<file path="config.mk">
export PLATFORM = sky130hd
export DESIGN_NAME = dac_sample_ring_fifo_top
export DESIGN_NICKNAME = d
export VERILOG_FILES = /design/src/rtl/core/dsrf_pkg.sv /design/src/rtl/core/dac_sample_ring_fifo_top.sv /design/src/rtl/core/dsrf_ram.sv
export VERILOG_INCLUDE_DIRS = /design/src /design/src/rtl/core
export SDC_FILE = /design/constraint.sdc
export NUM_CORES = 2
export LEC_CHECK = 0
export ABC_AREA = 1
export BUFFER_PORTS_ARGS = -buffer_cell sky130_fd_sc_hd__buf_4
export CORE_MARGIN = 2
export CORE_UTILIZATION = 45
export DETAILED_ROUTE_END_ITERATION = 6
export PLACE_DENSITY = 0.59
export RECOVER_POWER = 50
export SETUP_SLACK_MARGIN = 0.3
export SKIP_CTS_REPAIR_TIMING = 1
export SKIP_LAST_GASP = 1
export SYNTH_ARGS = -nofsm -noshare
export SYNTH_HDL_FRONTEND = slang
export SYNTH_SLANG_ARGS = --single-unit
export TNS_END_PERCENT = 5
</file>
<file path="constraint.sdc">
create_clock -name clk -period 8.04 [get_ports clk]
set_clock_uncertainty 0.2 [all_clocks]
set_input_delay 0.804 -clock clk [delete_from_list [all_inputs] [get_ports clk]]
set_output_delay 0.804 -clock clk [all_outputs]
set_load 0.1 [all_outputs]
</file>
<file path="src/rtl/core/dac_sample_ring_fifo_top_defines.svh">
// Assertion macros used by the ring FIFO top module.
`ifndef DAC_SAMPLE_RING_FIFO_TOP_DEFINES_SVH
`define DAC_SAMPLE_RING_FIFO_TOP_DEFINES_SVH

`ifndef NO_ASSERTIONS

`define DSRF_ASSERT_IMPL(label, clk, rst_n, cond, prop) \
    label: assert property (@(posedge clk) disable iff (!rst_n) (cond) |-> (prop)) \
        else $error("dsrf check failed");

`define DSRF_ASSERT_NEXT(label, clk, rst_n, cond, prop) \
    label: assert property (@(posedge clk) disable iff (!rst_n) (cond) |=> (prop)) \
        else $error("dsrf check failed");

`else

`define DSRF_ASSERT_IMPL(label, clk, rst_n, cond, prop)

`define DSRF_ASSERT_NEXT(label, clk, rst_n, cond, prop)

`endif

`endif

</file>
<file path="src/rtl/core/dsrf_pkg.sv">
`timescale 1ns / 1ps

package dsrf_pkg;

    localparam int DEPTH      = 256;
    localparam int PTR_W      = (DEPTH > 1) ? $clog2(DEPTH) : 1;
    localparam int CNT_W      = $clog2(DEPTH + 1);
    localparam int SUM_W      = PTR_W + 1;
    localparam int CFG_W      = 9;
    localparam int CMP_W      = (CNT_W > CFG_W) ? CNT_W : CFG_W;
    localparam int SAMPLE_W   = 16;
    localparam int FILL_W     = 8;
    localparam int FILL_CMP_W = (SUM_W > FILL_W) ? SUM_W : FILL_W;
    localparam int UNDER_W    = 16;
    localparam int MIN_DEPTH  = 2;

    localparam logic REQ_PUSH = 1'b0;
    localparam logic REQ_TICK = 1'b1;

    localparam int PADDR_W       = 3;
    localparam int PDATA_W       = 32;
    localparam logic REG_DEPTH_SEL = 1'b0;

    typedef struct packed {
        logic                       req_type;
        logic signed [SAMPLE_W-1:0] sample_in;
    } dsrf_in_t;

    typedef struct packed {
        logic signed [SAMPLE_W-1:0] dac_sample;
        logic                       dac_strobe;
        logic                       push_accepted;
        logic [FILL_W-1:0]          fill_level;
        logic [UNDER_W-1:0]         underrun_total;
    } dsrf_out_t;

    function automatic logic [CNT_W-1:0] clamp_depth(input logic [CFG_W-1:0] v);
        logic [CMP_W-1:0] w;
        w = CMP_W'(v);
        if (w < CMP_W'(MIN_DEPTH))
            return CNT_W'(MIN_DEPTH);
        else if (w > CMP_W'(DEPTH))
            return CNT_W'(DEPTH);
        else
            return CNT_W'(w);
    endfunction

    localparam logic [CNT_W-1:0] DEPTH_RST = clamp_depth(CFG_W'(DEPTH));

endpackage

</file>
<file path="src/rtl/core/dac_sample_ring_fifo_top.sv">
// Ring FIFO of signed 16-bit samples feeding a DAC.
// Item channel (item_valid/item_stall/item): a push stores item.sample_in, a
// tick plays the oldest stored sample. Every request gives exactly one result
// on the result channel (result_valid/result_stall/result).
// A push into a full ring is dropped with push_accepted low. A tick on an
// empty ring repeats the last played sample and bumps the saturating
// underrun count.
// result_valid rises once the request has left the read stage: the accepting edge
// starts the sample memory read and loads the read stage, which moves into the
// output register once that is free. One request is accepted every cycle while
// item_stall is low; the sample memory does at most one write or one read per request.
// When result_stall is high, one result waits in the output register and one
// more request is taken into the memory-read stage; item_stall then rises
// until the output moves again.
// Reset clears both pointers, the last played sample, the underrun count and
// sets the ring depth to its full size. Writing depth_in_use over the APB port
// (byte address 0) empties the ring; do it only while the block is idle.
`timescale 1ns / 1ps
`include "dac_sample_ring_fifo_top_defines.svh"

module dac_sample_ring_fifo_top (
    input  logic                          clk,
    input  logic                          rst_n,
    input  logic                          item_valid,
    output logic                          item_stall,
    input  dsrf_pkg::dsrf_in_t            item,
    output logic                          result_valid,
    input  logic                          result_stall,
    output dsrf_pkg::dsrf_out_t           result,
    input  logic                          psel,
    input  logic                          penable,
    input  logic                          pwrite,
    input  logic [dsrf_pkg::PADDR_W-1:0]  paddr,
    input  logic [dsrf_pkg::PDATA_W-1:0]  pwdata,
    output logic [dsrf_pkg::PDATA_W-1:0]  prdata,
    output logic                          pready
);

    import dsrf_pkg::*;

    typedef struct packed {
        logic                       use_mem;
        logic signed [SAMPLE_W-1:0] played;
        logic                       strobe;
        logic                       accepted;
        logic [FILL_W-1:0]          fill;
        logic [UNDER_W-1:0]         underrun;
    } dsrf_s1_t;

    logic [PTR_W-1:0]    wr_ptr_reg, wr_ptr_next;
    logic [PTR_W-1:0]    play_ptr_reg, play_ptr_next;
    logic [CNT_W-1:0]    depth_reg, depth_next;
    logic [SAMPLE_W-1:0] last_played_reg, last_played_next;
    logic [UNDER_W-1:0]  underrun_reg, underrun_next;
    logic                s1_valid_reg, s1_valid_next;
    dsrf_s1_t            s1_reg, s1_next;
    logic                o_valid_reg, o_valid_next;
    dsrf_out_t           o_reg, o_next;

    logic                o_free;
    logic                s1_adv;
    logic                take;
    logic                cfg_wr;
    logic [PTR_W-1:0]    wr_succ;
    logic [PTR_W-1:0]    play_succ;
    logic                full;
    logic                empty;
    logic                push_ok;
    logic                tick_mem;
    logic                tick_under;
    logic [SAMPLE_W-1:0] lp_cur;
    logic [SUM_W-1:0]    diff;
    logic [FILL_W-1:0]   fill_val;
    logic [SAMPLE_W-1:0] ram_rd_data;

    function automatic logic [PTR_W-1:0] next_slot(
        input logic [PTR_W-1:0] p,
        input logic [CNT_W-1:0] d
    );
        logic [SUM_W-1:0] n;
        n = SUM_W'(p) + SUM_W'(1);
        if (n >= SUM_W'(d))
            return '0;
        else
            return n[PTR_W-1:0];
    endfunction

    assign o_free     = !o_valid_reg || !result_stall;
    assign s1_adv     = s1_valid_reg && o_free;
    assign item_stall = s1_valid_reg && !o_free;
    assign take       = item_valid && !item_stall;

    assign cfg_wr = psel && penable && pwrite && (paddr[2] == REG_DEPTH_SEL);
    assign pready = 1'b1;
    assign prdata = PDATA_W'(depth_reg);

    assign wr_succ    = next_slot(wr_ptr_reg, depth_reg);
    assign play_succ  = next_slot(play_ptr_reg, depth_reg);
    assign full       = (wr_succ == play_ptr_reg);
    assign empty      = (wr_ptr_reg == play_ptr_reg);
    assign push_ok    = take && (item.req_type == REQ_PUSH) && !full;
    assign tick_mem   = take && (item.req_type == REQ_TICK) && !empty;
    assign tick_under = take && (item.req_type == REQ_TICK) && empty;

    // The tick waiting in the read stage is the latest played sample.
    assign lp_cur = (s1_valid_reg && s1_reg.use_mem) ? ram_rd_data : last_played_reg;

    dsrf_ram #(
        .WIDTH (SAMPLE_W),
        .DEPTH (DEPTH)
    ) u_store (
        .clk     (clk),
        .wr_en   (push_ok),
        .wr_addr (wr_ptr_reg),
        .wr_data (item.sample_in),
        .rd_en   (tick_mem),
        .rd_addr (play_ptr_reg),
        .rd_data (ram_rd_data)
    );

    always_comb
    begin
        wr_ptr_next      = wr_ptr_reg;
        play_ptr_next    = play_ptr_reg;
        depth_next       = depth_reg;
        underrun_next    = underrun_reg;
        last_played_next = lp_cur;

        if (cfg_wr)
        begin
            depth_next    = clamp_depth(pwdata[CFG_W-1:0]);
            wr_ptr_next   = '0;
            play_ptr_next = '0;
        end
        else
        begin
            if (push_ok)
            begin
                wr_ptr_next = wr_succ;
            end
            if (tick_mem)
            begin
                play_ptr_next = play_succ;
            end
            if (tick_under && (underrun_reg != {UNDER_W{1'b1}}))
            begin
                underrun_next = underrun_reg + UNDER_W'(1);
            end
        end
    end

    // Fill level after this request, capped at the field's maximum.
    always_comb
    begin
        if (wr_ptr_next >= play_ptr_next)
        begin
            diff = SUM_W'(wr_ptr_next) - SUM_W'(play_ptr_next);
        end
        else
        begin
            diff = SUM_W'(wr_ptr_next) + SUM_W'(depth_reg) - SUM_W'(play_ptr_next);
        end

        if (FILL_CMP_W'(diff) > FILL_CMP_W'({FILL_W{1'b1}}))
        begin
            fill_val = {FILL_W{1'b1}};
        end
        else
        begin
            fill_val = FILL_W'(diff);
        end
    end

    always_comb
    begin
        s1_valid_next = s1_valid_reg;
        s1_next       = s1_reg;
        if (take)
        begin
            s1_valid_next    = 1'b1;
            s1_next.use_mem  = tick_mem;
            s1_next.played   = (item.req_type == REQ_TICK) ? lp_cur : '0;
            s1_next.strobe   = (item.req_type == REQ_TICK);
            s1_next.accepted = push_ok;
            s1_next.fill     = fill_val;
            s1_next.underrun = underrun_next;
        end
        else if (s1_adv)
        begin
            s1_valid_next = 1'b0;
        end
    end

    always_comb
    begin
        o_valid_next = o_valid_reg;
        o_next       = o_reg;
        if (s1_adv)
        begin
            o_valid_next          = 1'b1;
            o_next.dac_sample     = s1_reg.use_mem ? ram_rd_data : s1_reg.played;
            o_next.dac_strobe     = s1_reg.strobe;
            o_next.push_accepted  = s1_reg.accepted;
            o_next.fill_level     = s1_reg.fill;
            o_next.underrun_total = s1_reg.underrun;
        end
        else if (o_valid_reg && !result_stall)
        begin
            o_valid_next = 1'b0;
        end
    end

    always_ff @(posedge clk or negedge rst_n)
    begin
        if (!rst_n)
        begin
            wr_ptr_reg      <= '0;
            play_ptr_reg    <= '0;
            depth_reg       <= DEPTH_RST;
            last_played_reg <= '0;
            underrun_reg    <= '0;
            s1_valid_reg    <= 1'b0;
            o_valid_reg     <= 1'b0;
        end
        else
        begin
            wr_ptr_reg      <= wr_ptr_next;
            play_ptr_reg    <= play_ptr_next;
            depth_reg       <= depth_next;
            last_played_reg <= last_played_next;
            underrun_reg    <= underrun_next;
            s1_valid_reg    <= s1_valid_next;
            o_valid_reg     <= o_valid_next;
        end
    end

    always_ff @(posedge clk)
    begin
        s1_reg <= s1_next;
        o_reg  <= o_next;
    end

    assign result_valid = o_valid_reg;
    assign result       = o_reg;

    `DSRF_ASSERT_IMPL(a_ptr_range, clk, rst_n, 1'b1,
        (CNT_W'(wr_ptr_reg) < depth_reg) && (CNT_W'(play_ptr_reg) < depth_reg))
    `DSRF_ASSERT_NEXT(a_rd_hold, clk, rst_n, s1_valid_reg && s1_reg.use_mem && !s1_adv,
        $stable(ram_rd_data))
    `DSRF_ASSERT_IMPL(a_fill_cap, clk, rst_n, o_valid_reg,
        (CNT_W'(o_reg.fill_level) < depth_reg) && !(o_reg.dac_strobe && o_reg.push_accepted))

endmodule

</file>
<file path="src/rtl/core/dsrf_ram.sv">
`timescale 1ns / 1ps

module dsrf_ram #(
    parameter int WIDTH = 16,
    parameter int DEPTH = 256
) (
    input  logic                             clk,
    input  logic                             wr_en,
    input  logic [$clog2(DEPTH > 1 ? DEPTH : 2)-1:0] wr_addr,
    input  logic [WIDTH-1:0]                 wr_data,
    input  logic                             rd_en,
    input  logic [$clog2(DEPTH > 1 ? DEPTH : 2)-1:0] rd_addr,
    output logic [WIDTH-1:0]                 rd_data
);

    logic [WIDTH-1:0] mem [DEPTH];

    always_ff @(posedge clk)
    begin
        if (wr_en)
        begin
            mem[wr_addr] <= wr_data;
        end
    end

    // Read data holds while no read is issued.
    always_ff @(posedge clk)
    begin
        if (rd_en)
        begin
            rd_data <= mem[rd_addr];
        end
    end

endmodule

</file>
==> flow_summary.yaml <==
clock_network:
  clock_path_buffers: 4
  cts.sinks: 4256
  cts.htree.levels: 5
  root_buffer: "clkbuf_16"
  cts_buffers: 417
  clkLatencyLatePin_ns: 0.99
  cts_tree: "built"
  clkTransAtPathRegs_ns: 0.06
cells_and_area:
  nets: 11420
  fillers: 29910
  final_cell_mix: "edfxtp_1 (4197), a21oi_1 (2066), nand2_1 (1223)"
  drive_gt1_frac: 0.09741
  layout_commonest_cell: "edfxtp_1"
  multi_input_area_sq_mm: 0.03252
  largest_register_ffs: 4096
  synthToLayoutAreaGrowth_pct: 12.30
  regArea_sq_mm: 0.1275
detailed_routing:
  highest_layer: "met5"
  drt_first_pass_iters: 7
  drt-initial-drc-count: 14290
  dr_wl_met3_um: 47710
  wire_per_inst_um: 29.10
  drc: 1
  wl_met1_um: 196100
  viasPerCell: 6.217
  wirelength_um: 478400
  vias: 102200
  routed-wl-met2_um: 217700
  final_antenna_net_count: 0
floorplanning:
  dieWidth_um: 607.4
  io-pin-count: 136
  dieArea_sq_mm: 0.3690
  core_area_sq_mm: 0.3625
  num_rows: 221
  die_y_um: 607.4
  initial_utilization: 0.4520
pwr:
  power_switching_mw: 23.76
  intPower_mw: 40.33
  p_sw_frac: 0.3707
  p_clk_frac: 0.291
  p_leak_nw: 58.58
  seqPwrFrac: 0.392
  ir_worst_vdd_mv: 0.2519
  p_per_area_mw_per_mm2: 348.2
  combinationalPowerShare: 0.317
sta:
  worst_pin_slew_ns: 6.859
  rsz0062_at_grt: "no"
  finalSetupTns_ns: 0
  setup_slack_ns: 0.6329
  period_minus_slack_ns: 7.407
  setup_violations: 0
  slew_viol_final: 3601
  relSlewSlack: -3.573
  min_period_over_period: 0.9213
  max_clock_freq_mhz: 135.0
  whs_ns: 0.2219
  hold_violations: 0
placement:
  post-dp-hpwl_um: 265100
  gp_congestion: 0.8818
  port_buffers: 86
  dp_slack_ns: 0.7808
grt:
  antenna_found_initial: 27
  gr-total-overflow: 0
  grt_pass1_vias: 97560
  grt_start_max_net_pins: 189
  grt_usage: 0.2509
  grt_pass1_wl_um: 688800
setup_path:
  slowest_stage: "clkbuf_1"
  critical_path_required_ns: 8.30
  cp-end-kind: "flop"
  startpoint_type: "primary input"
  cp.arrival_ns: 7.67
  worst-setup-path-type: "primary input to flop"
  path_buf_inv: 2
  crit_family: "buffers and inverters"
  cp_cell_sequence: "clkbuf_1 -> clkbuf_4"
  max_stage_delay_ns: 4.37
  critPathMaxFanout: 144
yosys:
  ys_seq_area_frac: 0.7782
  synth_async_sr_flop_share: 0.01386
  syn-instance-count: 11190
  synth_largest_area_cell: "edfxtp_1"
  synthDistinctLibCells: 47
  netlist.area_leader.share: 0.7692
  syn-mean-instance-area_sq_um: 14.64
  yosysWarnings: 0
  ys.flop_type: "edfxtp_1"
  syn_area_sq_mm: 0.1639
  ys_seq_elements: 4256
  synth_edf_count: 4197
  yosys-top-cells-area: "edfxtp_1 (77%), a21oi_1 (6.3%), o221ai_1 (5.5%), nand2_1 (2.8%), clkbuf_1 (1.8%)"
run_status:
  violations: "design-rule violations, max-capacitance violations, max-slew violations"
  status: "finished with violations"
flow_run:
  maxCapViolCount: 43
worst_hold_path:
  hp-class: "flop to flop"
stage by stage:
step | total power [mW] | utilization | instances | cell area [sq um]
after floorplan | 37.22 | - | 11210 | 163900
after global placement | 45.34 | 0.4725 | 15670 | 171300
after detailed placement | 45.52 | 0.4725 | 15670 | 171300
after CTS | 64.00 | 0.5081 | 16420 | 184200
after global routing | 66.50 | 0.5076 | 16440 | 184000
final | 64.08 | 0.5076 | 16440 | 184000
Yosys cell counts, types with 12 or more instances:
master	instances
ha_1	42
o221ai_1	1024
o21ai_0	548
edfxtp_1	4197
buf_1	32
nand3_1	519
a21oi_1	2067
mux2_2	15
dfrtp_1	58
nand2_1	1226
clkbuf_1	797
nand4_1	28
nor2_1	336
inv_1	138
buf_2	13
xnor2_1	12
buf_4	26
xor2_1	26
nand2_2	17
kinds of logic after synthesis:
kind of cell    count (synthesis)  share of synthesized area
mux                            15                   0.001031
other cells                     2                 0.00004583
flops                        4256                     0.7782
xor+xnor                       39                   0.002130
buf+inv                      1021                    0.02413
simple gates                 2152                    0.05496
fa+ha+maj                      49                   0.004062
compound gates               3656                     0.1355
power groups by stage:
stage / Clock, mW / Sequential, mW / Combinational (mW)
after floorplan: 0 / 25.5 / 11.7
after global placement: 0 / 25.5 / 19.8
after detailed placement: 0 / 25.5 / 20.0
after CTS: 18.9 / 25.0 / 20.1
after global routing: 19.7 / 25.1 / 21.6
final: 18.7 / 25.1 / 20.3
metal layers:
metal  vias to the layer above  GRT usage
met1                     52020     0.3630
met3                       724    0.04592
li1                      43960          -
met2                      5486     0.3849
met5                         -          0
met4                        18    0.08133
final timing paths:
path | from | to | slack, ns | depth (start not counted)
setup reg to reg | wr_ptr_reg[0]$_DFF_PN0_ | s1_reg[20]$_SDFFCE_PN1P_ | 0.87 | 39
hold / removal | s1_reg[3]$_DFFE_PP_ | result[3]$_DFFE_PP_ | 0.22 | 0
setup / recovery | item[14] | u_store.mem[82][14]$_DFFE_PP_ | 0.63 | 2
min in group asynchronous | rst_n | last_played_reg[11]$_DFF_PN0_ | 1.35 | 2
hold reg to reg | s1_reg[3]$_DFFE_PP_ | result[3]$_DFFE_PP_ | 0.22 | 0
max in group asynchronous | rst_n | play_ptr_reg[0]$_DFF_PN0_ | 3.80 | 2
area by class of cell:
cell class                 instances  share of cell area
antenna                            6          0.00008159
timing repair buffer             546             0.02425
sequential                      4256              0.6930
clock inverter                   233             0.01050
multi-input combinational       5935              0.1767
clock buffer                     519             0.05952
inverter                         152            0.003257
tap                             4794             0.03260
Note: power is estimated with default switching activity, not from simulation.
